`src/hw/rtl/dpbc_pkg.sv`:
```
// ----------------------------------------------------------------------------
// dpbc_pkg
// Shared types, constants and fixed-point helpers for the depth back-projector.
// ----------------------------------------------------------------------------
package dpbc_pkg;

  localparam int unsigned ImgWidthDef  = 640;
  localparam int unsigned ImgHeightDef = 480;

  localparam logic [4:0] SlotInvfx  = 5'd0;
  localparam logic [4:0] SlotInvfy  = 5'd1;
  localparam logic [4:0] SlotCx     = 5'd2;
  localparam logic [4:0] SlotCy     = 5'd3;
  localparam logic [4:0] SlotCam    = 5'd4;
  localparam logic [4:0] SlotWorld  = 5'd16;
  localparam logic [4:0] SlotOrigin = 5'd28;
  localparam logic [4:0] SlotSide   = 5'd31;

  localparam logic FuncLoad  = 1'b0;
  localparam logic FuncPixel = 1'b1;

  typedef struct packed {
    logic               func;
    logic [4:0]         coef_index;
    logic signed [31:0] coef_value;
    logic [11:0]        pixel_row;
    logic [11:0]        pixel_col;
    logic [23:0]        depth;
  } req_in_t;

  typedef struct packed {
    logic signed [31:0] world_x;
    logic signed [31:0] world_y;
    logic signed [31:0] world_z;
  } req_out_t;

  // classified pixel handed from front to back
  typedef struct packed {
    logic [11:0] pixel_row;
    logic [11:0] pixel_col;
    logic [23:0] depth;
  } pix_t;

  typedef logic signed [31:0] word_t;

  function automatic word_t sat32(input logic signed [65:0] v);
    if (v > 66'sd2147483647)       sat32 = 32'sh7fffffff;
    else if (v < -66'sd2147483648) sat32 = 32'sh80000000;
    else                           sat32 = v[31:0];
  endfunction

endpackage

```
`src/hw/rtl/dpbc_front.sv`:
```
// ----------------------------------------------------------------------------
// dpbc_front
// Accepts requests, writes coefficient loads, drops out-of-image pixels and
// queues the rest for the datapath.
// ----------------------------------------------------------------------------
module dpbc_front #(
  parameter int unsigned ImgWidth  = dpbc_pkg::ImgWidthDef,
  parameter int unsigned ImgHeight = dpbc_pkg::ImgHeightDef
) (
  input  logic              clk_i,
  input  logic              rst_ni,
  input  logic              in_valid_i,
  output logic              in_stall_o,
  input  dpbc_pkg::req_in_t in_data_i,
  input  logic              busy_i,
  output logic              wr_en_o,
  output logic [4:0]        wr_idx_o,
  output dpbc_pkg::word_t   wr_val_o,
  output logic              q_valid_o,
  input  logic              q_stall_i,
  output dpbc_pkg::pix_t    q_data_o
);

  logic [1:0]     cnt_q, cnt_d;
  logic           rd_q, rd_d, wr_q, wr_d;
  dpbc_pkg::pix_t mem_q [2];
  logic           acc, push, pop, in_img;

  assign in_img   = ({1'b0, in_data_i.pixel_row} < 13'(ImgHeight)) &&
                    ({1'b0, in_data_i.pixel_col} < 13'(ImgWidth));
  // a load waits until no pixel is queued or in the datapath
  assign in_stall_o = (cnt_q == 2'd2) ||
                      ((in_data_i.func == dpbc_pkg::FuncLoad) && ((cnt_q != 2'd0) || busy_i));
  assign acc      = in_valid_i && !in_stall_o;
  assign push     = acc && (in_data_i.func == dpbc_pkg::FuncPixel) && in_img;
  assign pop      = q_valid_o && !q_stall_i;
  assign q_valid_o = (cnt_q != 2'd0);
  assign q_data_o  = mem_q[rd_q];

  assign wr_en_o  = acc && (in_data_i.func == dpbc_pkg::FuncLoad);
  assign wr_idx_o = in_data_i.coef_index;
  assign wr_val_o = in_data_i.coef_value;

  always_comb begin
    cnt_d = cnt_q + 2'(push) - 2'(pop);
    wr_d  = wr_q ^ push;
    rd_d  = rd_q ^ pop;
  end

  always_ff @(posedge clk_i or negedge rst_ni) begin
    if (!rst_ni) begin
      cnt_q <= '0;
      rd_q  <= 1'b0;
      wr_q  <= 1'b0;
    end else begin
      cnt_q <= cnt_d;
      rd_q  <= rd_d;
      wr_q  <= wr_d;
    end
  end

  always_ff @(posedge clk_i) begin
    if (push) mem_q[wr_q] <= '{in_data_i.pixel_row, in_data_i.pixel_col, in_data_i.depth};
  end

`ifndef SYNTHESIS
  a_no_over: assert property (@(posedge clk_i) disable iff (!rst_ni)
    cnt_q == 2'd2 |-> !push) else $error("queue overflow");
  a_no_under: assert property (@(posedge clk_i) disable iff (!rst_ni)
    cnt_q == 2'd0 |-> !pop) else $error("queue underflow");
  a_cnt: assert property (@(posedge clk_i) disable iff (!rst_ni)
    cnt_q != 2'd3) else $error("bad count");
  a_load_idle: assert property (@(posedge clk_i) disable iff (!rst_ni)
    wr_en_o |-> (cnt_q == 2'd0) && !busy_i) else $error("load while busy");
`endif

endmodule

```
`config.mk`:
```
export PLATFORM = sky130hd
export DESIGN_NAME = dpbc_front
export DESIGN_NICKNAME = d
export VERILOG_FILES = /design/src/hw/rtl/dpbc_pkg.sv /design/src/hw/rtl/dpbc_front.sv
export SDC_FILE = /design/constraint.sdc
export NUM_CORES = 1
export LEC_CHECK = 0
export BUFFER_PORTS_ARGS = -buffer_cell sky130_fd_sc_hd__buf_4
export CORE_MARGIN = 3
export CORE_UTILIZATION = 51
export CTS_CLUSTER_DIAMETER = 80
export DETAILED_ROUTE_END_ITERATION = 6
export HOLD_SLACK_MARGIN = 0.12
export PLACE_DENSITY = 0.95
export SLEW_MARGIN = 15
export SYNTH_ARGS = -nofsm -noshare
export SYNTH_HDL_FRONTEND = slang
export SYNTH_SLANG_ARGS = --single-unit
export TNS_END_PERCENT = 50
```
`constraint.sdc`:
```
create_clock -name clk_i -period 7.25 [get_ports clk_i]
set_clock_uncertainty 0.1 [all_clocks]
set_input_delay 0.3625 -clock clk_i [delete_from_list [all_inputs] [get_ports clk_i]]
set_output_delay 0.3625 -clock clk_i [all_outputs]
set_load 0.02 [all_outputs]
```
==> metrics.txt, run 1 <==
Final nets=431; vias in the first global route=2400; CP Launch Point=in_data_i[47]; share of the synthesized area in the top cell type=71.82%; clock slew at reported path FFs=0.08 ns; first-pass GRT wire length=11360 um; GRT overflow=0; DRT Pass-1 Iters=4; routability cong.=0.7208; cell breakdown of the critical path=dlygate4sd3_1 > buf_4 > nor4_2 > nand3b_1 > nor3_1 > ha_4; layout cells sized above 1=50.15%; min Tclk post-route=2.801 ns; vias per cell=4.925; slowest cell on the critical path=ha_4; MaxCap Viol Count=0; most frequent cells in the layout=buf_4 (104), edfxtp_1 (96), dlygate4sd3_1 (49); CP max FO=48; Mapped Nets=309; Net Sw Power=412.8 uW; Mapped Cells=214; row cnt=31; endpoints failing setup=0; Switching Fraction=28.02%; initial antenna violation count=0; DP Cell Count=375; WS Path Type=in2reg; Levels on crit path=6; fin. max-slew vios=0; die area=0.008971 sq mm; Worst Hold Depth=3; IO buf count=104; FMAX=0.3571 GHz; cells on worst reg2reg path=4; Residual DRC=0; Vias=2167; Critical path buffers and inverters=2; I/O pin count=179; commonest non-fill, non-tap cell in the layout=buf_4; Slew headroom=28.19%; total routed wirelength=7670 um; IR drop worst, VDD=0.0002975 V; clock group share of total power=23.6%; combinational share of power=28.7%; Die Height=94.72 um; Cell Int Power=1060 uW; Worst Setup Start Kind=input port; Resized cells post-CTS=0; H-tree depth=3; RSZ-0062 raised after global routing=false; Area growth syn-to-layout=32.48%; worst r2r src=cnt_q[0]; Hold Startpoint=q_stall_i; Worst setup EP type=flip-flop; PD cells=277.1 mW/mm^2; Fillers=479; Critical Path Sink=mem_q[0][11]; clk buf depth=2; Final Hold Viols=0; number of synthesized register bits=100; status=finished clean; period utilization=38.63%; gr usage total=17.12%; leakage power=0.001984 uW; CTS Root Cell=clkbuf_8; synth unique cells=23; Die Wd=94.72 um; CP max stage delay=0.68 ns; register share of total power=47.7%; postcts setup bufs=0; CP Data Arrival Time=2.67 ns; largest net degree at the start of global routing=50; CTS buffer count=9; Clock Sink Count=100; drt first-iter violations=114; worst reg2reg endpoint=mem_q[0][11]; post-synthesis cell area=0.004014 sq mm; Worst Tran Pin Value=1.077 ns; antenna viol nets, final=0; biggest area consumer among synthesized cells=edfxtp_1; Clock Latency Late Sink=0.34 ns; Top delay family on crit path=simple AND/OR/NAND/NOR gates; Starting Density=53.90%; post-route insts no fill=440; Hold WC Path Type=in2reg; sequential-to-total area share from yosys stat=74.31%; worst endpoint required time=7.12 ns; HPWL Detailed=4504 um; CTS tree=yes; ant diodes=0; setup tns final=0 ns; synth warn=0; synth top area cells=edfxtp_1 (72%), mux2_2 (13%), buf_4 (6.9%); average routed wire per standard cell=17.43 um; Mean Syn Cell Area=18.76 sq um; Core Box Area=0.007447 sq mm; setup slack, reg-to-reg=4.81 ns; # hold bufs at CTS=49
-- flip-flops by register name (all words and copies together), names as in the netlist --
register / count
mem_q: 96
cnt_q: 2
rd_q: 1
wr_q: 1
-- worst min path at each step --
stage                          end  slack [ns]
after global placement    cnt_q[0]        0.06
final                         rd_q        0.21
after CTS                     rd_q        0.19
after floorplan           cnt_q[0]       -0.03
after detailed placement  cnt_q[0]        0.07
after global routing          rd_q        0.20
-- stage by stage --
stage	cell area, sq um	power, uW	util [%]	hold slack, ns	setup WS (ns)
2_1_floorplan	4014	988.7	-	-0.03309	4.593
3_3_place_gp	4609	1108	61.90	0.06181	4.558
3_5_place_dp	4609	1116	61.90	0.06597	4.479
4_1_cts	5298	1483	71.14	0.1942	4.290
5_1_grt	5318	1532	71.40	0.2006	4.328
6_report	5318	1473	71.40	0.2082	4.449
-- cells by family after synthesis --
kind of cell / count (synthesis) / synth area share, %
compound gates: 2 / 0.3117
xor+xnor: 3 / 0.6547
flops: 100 / 74.31
mux: 48 / 13.47
fa+ha+maj: 4 / 1.247
buf+inv: 45 / 8.136
simple gates: 12 / 1.871
-- cells in the mapped netlist --
| cell | number |
|---|---|
| xnor2_1 | 2 |
| nand2_1 | 2 |
| nor2_1 | 1 |
| o21bai_1 | 1 |
| ha_1 | 4 |
| mux2_2 | 48 |
| edfxtp_1 | 96 |
| o21ai_0 | 1 |
| or3_1 | 1 |
| nand2b_1 | 1 |
| nand3b_1 | 1 |
| xor2_1 | 1 |
| nand3_1 | 1 |
| buf_2 | 3 |
| nor3_1 | 1 |
| buf_4 | 37 |
| or2_2 | 1 |
| inv_1 | 3 |
| nor4_2 | 1 |
| dfrtp_1 | 4 |
| nand4_1 | 1 |
| nor2b_2 | 1 |
| buf_6 | 2 |
-- layer usage --
layer / track usage, % / vias up / routed length [um]
li1: - / 1005 / -
met5: 0 / - / 0
met2: 30.59 / 90 / 4137
met4: 8.774 / 0 / 269
met3: 6.056 / 34 / 512
met1: 17.54 / 1038 / 2751
-- power by group through the flow --
stage	clock, uW	combinational [uW]	sequential [uW]
2_1_floorplan	0	325	663
3_3_place_gp	0	393	715
3_5_place_dp	0	399	717
4_1_cts	357	422	704
5_1_grt	378	446	708
6_report	348	423	703
-- area by class of cell --
| type | instances | area [sq um] | area share, % |
|---|---|---|---|
| Timing Repair Buffer | 153 | 1271 | 23.91 |
| Clock buffer | 14 | 162.7 | 3.059 |
| Multi-Input combinational cell | 69 | 729.5 | 13.72 |
| Sequential cell | 100 | 2984 | 56.12 |
| Inverter | 3 | 11.26 | 0.2118 |
| Clock inverter | 2 | 35.03 | 0.6588 |
| Tap cell | 99 | 123.9 | 2.329 |
-- tightest hold or removal path, cell delays in order --
cell     delay [ns]
buf_4          0.08
nor2b_2        0.04
xor2_1         0.12
No activity file was read; power rests on OpenSTA's default activity.
==> run 2, diff against run 1 <==
CORE_UTILIZATION = 47   (was 51)
PLACE_DENSITY = 0.9   (was 0.95)
clock period = 2.91 ns   (was 7.25 ns; I/O delays follow)
==> run 2 against run 1 <==
Clock-buffer cell count decreased by 3. Cell area increased by 0.89%. Worst setup slack got worse by 3.8 ns. Non-clock buffer count rose by 6. Flip-flop and latch count stayed put. First-iteration DRC count down 57%. Sequential share of layout area is 0.50 points lower. Hold slack worse by 0.017 ns. Critical path depth increased by 4. Largest cell class unchanged.
==> metrics.txt, run 2 (same netlist as run 1, synthesis figures left out) <==
CTS buffer count=9 (unchanged); IR drop worst, VDD=0.0004248 V (+43%); gr usage total=15.18% (-1.9 points); clock slew at reported path FFs=0.08 ns (about the same); CP Data Arrival Time=2.41 ns (-0.26 ns); Largest Register=mem_q; commonest non-fill, non-tap cell in the layout=buf_4; Clock Latency Late Sink=0.34 ns (about the same); Core Box Area=0.008258 sq mm (+11%); max FFs per register=96 (unchanged); period utilization=77.13%; Vias=2219 (+2.4%); Worst Tran Pin Value=0.4634 ns (-0.6137 ns); PD cells=677.4 mW/mm^2 (+140%); row cnt=33 (+6.5%); HPWL Detailed=4541 um (+0.81%); largest net degree at the start of global routing=49 (-2.0%); status=finished clean; Hold WC Path Type=in2out; FMAX=0.4455 GHz; initial antenna violation count=0 (unchanged); CTS tree=yes; antenna viol nets, final=0 (unchanged); Worst Setup Start Kind=input port; Area growth syn-to-layout=33.67%; CP max FO=3 (-94%); Slew headroom=69.11% (+41 points); endpoints failing setup=0 (unchanged); Die Wd=98.41 um (+3.9%); DRT Pass-1 Iters=4 (unchanged); MaxCap Viol Count=0 (unchanged); routability cong.=0.7314 (+1.5%); total routed wirelength=7311 um (-4.7%); die area=0.009685 sq mm (+8.0%); Clock Sink Count=100 (unchanged); RSZ-0062 raised after global routing=false; biggest regs=mem_q (96), cnt_q (2); Final Util=64.97% (-6.4 points); WS Path Type=in2reg; worst endpoint required time=3.08 ns (-4.04 ns); most frequent cells in the layout=buf_4 (106), edfxtp_1 (96), dlygate4sd3_1 (51); Resized cells post-CTS=0 (unchanged); fin. max-slew vios=0 (unchanged); Die Height=98.41 um (+3.9%); I/O pin count=179 (unchanged); IO buf count=104 (unchanged); layout cells sized above 1=50.58% (+0.43 points); leakage power=0.002004 uW (+1.0%); Starting Density=48.61% (-5.3 points); vias per cell=4.920 (about the same); Final nets=437 (+1.4%); Final Total Pwr=3634 uW (+150%); Worst setup EP type=flip-flop; drt first-iter violations=49 (-57%); vias in the first global route=2333 (-2.8%); Final Hold Viols=0 (unchanged); ant diodes=0 (unchanged); CTS Root Cell=clkbuf_8; setup tns final=0 ns (unchanged); first-pass GRT wire length=11380 um (+0.12%); H-tree depth=3 (unchanged); Fillers=585 (+22%); clk buf depth=2 (unchanged); Residual DRC=0 (unchanged); postcts setup bufs=0 (unchanged); GRT overflow=0 (unchanged); average routed wire per standard cell=16.21 um (-7.0%); min Tclk post-route=2.245 ns
run 2: changes by cell type in the layout (fill, tap and decap cells not counted):
cell,before,now
buf_4,104,106
clkbuf_8,11,9
clkinvlp_4,0,1
clkinv_4,0,1
buf_12,0,2
ha_4,2,0
ha_2,0,2
dlygate4sd3_1,49,51
clkbuf_1,3,2
run 2: repair_timing:
action                                  CTS  global route
endpoints found under the setup margin    0             0
endpoints found under the hold margin   101             0
hold buffers                             51             0
run 2: critical path, cell delays in order:
cell and delay [ns]:
dlygate4sd3_1 0.55, buf_4 0.15, nor4_2 0.26, nand3b_1 0.13, or3_1 0.32, ha_1 0.28, inv_1 0.04, ha_1 0.19
xnor2_1 0.20, xnor2_1 0.14
run 2: path summary, 6_finish.rpt:
path,startpoint,to,slack [ns],depth (start not counted)
max,in_data_i[47],cnt_q[1],0.67,10
min,in_data_i[65],wr_val_o[17],0.19,0
max in group asynchronous,rst_ni,rd_q,1.90,3
min in group asynchronous,rst_ni,wr_q,0.61,3
max reg2reg,cnt_q[0],cnt_q[1],0.71,8
min reg2reg,cnt_q[1],cnt_q[1],0.41,1
run 2: through the flow:
| stage | hold slack (ns) | instances | instance area [sq um] | setup slack, ns |
|---|---|---|---|---|
| after floorplan | -0.2501 | 214 | 4014 | 0.2751 |
| after detailed placement | -0.1516 | 385 | 4672 | 0.8215 |
| after global placement | -0.1563 | 385 | 4672 | 0.9194 |
| after CTS | 0.1911 | 451 | 5365 | 0.7206 |
| after global routing | 0.1910 | 451 | 5365 | 0.5813 |
| final | 0.1910 | 451 | 5365 | 0.6655 |
run 2: power breakdown:
part / switching (uW) / total, uW / internal, uW
logic: 535 / 1140 / 608
registers: 71.5 / 1670 / 1600
clock network: 424 / 818 / 394
total: 1030 / 3630 / 2600
run 2: final cells by class:
class,count,area (sq um),share of cell area [%]
well taps,105,131.4,2.449
inverters,3,11.26,0.2099
flip-flops and latches,100,2984,55.62
clock buffers,11,131.4,2.449
clock inverters,4,51.30,0.9562
multi-input cells,69,709.4,13.22
repair buffers,159,1346,25.09
run 2: per-layer routing:
layer	GRT usage [%]	wire, um	up-vias
li1	-	-	1019
met1	16.93	2779	1088
met2	27.25	3912	98
met3	4.671	483	14
met4	5.672	135	0
met5	0	0	-
==> run 3, diff against run 2 <==
ABC_AREA = 1   (was default)
PLACE_DENSITY = 0.89   (was 0.9)
clock period = 2.1 ns   (was 2.91 ns; I/O delays follow)
==> run 3 against run 2 <==
Largest cell class unchanged. Utilization up 4.9 points. Non-clock buffer count rose by 39. First-iteration DRC count increased to 3.0 times the previous value. Critical path depth shrank 1. Wire length up 27%. Sequential power rose by 35%.
==> metrics.txt, run 3 <==
leakage power=0.002500 uW (+25%); first-pass GRT wire length=13970 um (+23%); setup slack, reg-to-reg=0.21 ns (-0.50 ns); share of the synthesized area in the top cell type=70.20% (-1.6 points); HPWL Detailed=5869 um (+29%); drt first-iter violations=145 (+200%); clock slew at reported path FFs=0.09 ns (about the same); die area=0.009894 sq mm (+2.2%); Worst setup EP type=flip-flop; routability cong.=0.8098 (+11%); Top delay family on crit path=buffers and inverters; Levels on crit path=9 (-1); CTS tree=yes; Hold WC Path Type=in2reg; ant diodes=0 (unchanged); Starting Density=49.23% (+0.63 points); endpoints failing setup=0 (unchanged); IR drop worst, VDD=0.0005845 V (+38%); Hold Startpoint=in_valid_i; Worst Hold Depth=5 (+5); Clock Latency Late Sink=0.34 ns (about the same); postcts setup bufs=0 (unchanged); GRT overflow=0 (unchanged); CP max FO=19 (+16); WS Path Type=in2reg; synth warn=0 (unchanged); RSZ-0062 raised after global routing=false; PD cells=954.0 mW/mm^2 (+41%); synth top area cells=edfxtp_1 (70%), nand2_1 (14%), buf_4 (7.7%); MaxCap Viol Count=0 (unchanged); Mean Syn Cell Area=12.08 sq um (-36%); fin. max-slew vios=0 (unchanged); layout cells sized above 1=25.44% (-25 points); worst reg2reg endpoint=mem_q[0][23]; Area growth syn-to-layout=41.93%; status=finished clean; Die Height=99.47 um (+1.1%); period utilization=91.41%; Slew headroom=67.22% (-1.9 points); row cnt=33 (unchanged); initial antenna violation count=0 (unchanged); most frequent cells in the layout=nand2_1 (155), buf_4 (106), edfxtp_1 (96); post-synthesis cell area=0.004106 sq mm (+2.3%); commonest non-fill, non-tap cell in the layout=nand2_1; vias per cell=4.652 (-5.5%); hold endpoint=wr_q; biggest area consumer among synthesized cells=edfxtp_1; Critical path buffers and inverters=3 (unchanged); Residual DRC=0 (unchanged); average routed wire per standard cell=15.13 um (-6.7%); slowest cell on the critical path=dlygate4sd3_1; setup tns final=0 ns (unchanged); min Tclk post-route=1.920 ns; Fillers=571 (-2.4%); CP Data Arrival Time=1.85 ns (-0.56 ns); CTS buffer count=9 (unchanged); largest net degree at the start of global routing=49 (unchanged); Final Hold Viols=0 (unchanged); worst endpoint required time=2.03 ns (-1.05 ns); gr usage total=18.54% (+3.4 points); cell with the most instances after synthesis=nand2_1; max FFs per register=96 (unchanged); Final nets=597 (+37%); synth unique cells=16 (-30%); synth cell count leaders=nand2_1 (155), edfxtp_1 (96), buf_4 (42); IO buf count=104 (unchanged); worst r2r src=cnt_q[0]; commonest register cell after synthesis=edfxtp_1; cells on worst reg2reg path=5 (-3); Largest Register=mem_q; CTS Root Cell=clkbuf_8; EDFF count, synth=96 (unchanged); Core Box Area=0.008341 sq mm (+1.0%); cell breakdown of the critical path=dlygate4sd3_1 > buf_4 > nor2_1 > nand2_1 > nor2_1 > nand2_1 > nor2_1 > ha_2 > buf_4; CP max stage delay=0.53 ns (-0.02 ns); DRT Pass-1 Iters=4 (unchanged); vias in the first global route=2875 (+23%); Final Total Pwr=5560 uW (+53%); Mapped Nets=435 (+41%); total routed wirelength=9259 um (+27%); Mapped Cells=340 (+59%); sequential-to-total area share from yosys stat=72.64% (-1.7 points); most used cell, CP=nor2_1; biggest regs=mem_q (96), cnt_q (2); asr flop ratio synth=4.000% (unchanged); Die Wd=99.47 um (+1.1%); Worst Tran Pin Value=0.4917 ns (+0.02824 ns); FMAX=0.5209 GHz; clk buf depth=2 (unchanged); antenna viol nets, final=0 (unchanged); WHS=0.2372 ns (+0.04623 ns); Clock Sink Count=100 (unchanged); Vias=2847 (+28%); Worst Setup Start Kind=input port; H-tree depth=3 (unchanged); I/O pin count=179 (unchanged); number of synthesized register bits=100 (unchanged)
run 3: cell types whose count changed in the layout (fill, tap and decap cells not counted), moves of 9 or more:
cell,previous run,this run
mux2_2,48,0
nand2_1,2,155
nor2_1,1,10
dlygate4sd3_1,51,88
inv_1,3,14
run 3: stage by stage:
| stage | cell area, sq um | worst slack, ns | utilization, % | instances |
|---|---|---|---|---|
| 6_report | 5828 | 0.1803 | 69.88 | 612 |
| 3_3_place_gp | 4781 | 0.2099 | 57.32 | 508 |
| 4_1_cts | 5828 | 0.1037 | 69.88 | 612 |
| 3_5_place_dp | 4781 | 0.1159 | 57.32 | 508 |
| 5_1_grt | 5828 | 0.002534 | 69.88 | 612 |
| 2_1_floorplan | 4111 | -0.03629 | - | 340 |
run 3: area by class of cell:
class | instances | area, sq um | share of cell area (%)
Clock inverter | 7 | 42.54 | 0.7299
Inverter | 15 | 56.30 | 0.9661
Sequential cell | 100 | 2984 | 51.20
Clock buffer | 9 | 123.9 | 2.125
Multi-Input combinational cell | 178 | 733.2 | 12.58
Tap cell | 105 | 131.4 | 2.254
Timing Repair Buffer | 198 | 1757 | 30.14
run 3: logic make-up (layout without fill, tap and decap cells):
logic type / count (synthesis) / count (layout) / synth area share, %
adders and majority gates: 4 / 4 / 1.219
buffers and inverters: 62 / 229 / 9.628
AOI/OAI and AO/OA: 2 / 2 / 0.2438
and+or+nand+nor: 169 / 169 / 15.63
xor gates and xnor gates: 3 / 3 / 0.6400
DFF: 100 / 100 / 72.64
run 3: power by group:
group | switching, uW | internal [uW] | total, uW
logic | 1380 | 894 | 2280
clock network | 607 | 424 | 1030
registers | 30.1 | 2220 | 2250
run 3: routing by layer:
layer / wire, um / share of wire (%) / vias to the layer above / track usage (%)
met5: 0 / 0 / - / 0
met4: 172 / 1.9 / 0 / 6.513
met3: 697 / 7.5 / 17 / 4.137
met2: 5118 / 55 / 136 / 35.59
met1: 3271 / 35 / 1299 / 19.78
li1: - / - / 1395 / -
run 3: how the worst max path moves through the flow:
stage	startpoint	endpoint	slack (ns)
after global routing	cnt_q[0]	mem_q[0][23]	0.003
after CTS	cnt_q[0]	mem_q[0][23]	0.10
after detailed placement	cnt_q[0]	mem_q[0][22]	0.12
after floorplan	cnt_q[0]	mem_q[0][0]	-0.04
after global placement	cnt_q[0]	mem_q[0][22]	0.21
final	in_data_i[34]	mem_q[0][23]	0.18
run 3: worst reg2reg max path, delay by kind of cell (launching register included):
family	cells	cell delay (ns)
adder cells (fa/ha/maj)	1	0.24
buffers and inverters	1	0.28
AND/OR/NAND/NOR	2	0.32
flip-flops	1	0.42
AO/OA/AOI/OAI	1	0.21
run 3: repair_timing:
action,CTS,global route
endpoints found under the setup margin,0,70
resized for setup,0,1
endpoints found under the hold margin,138,0
hold buffers,88,0
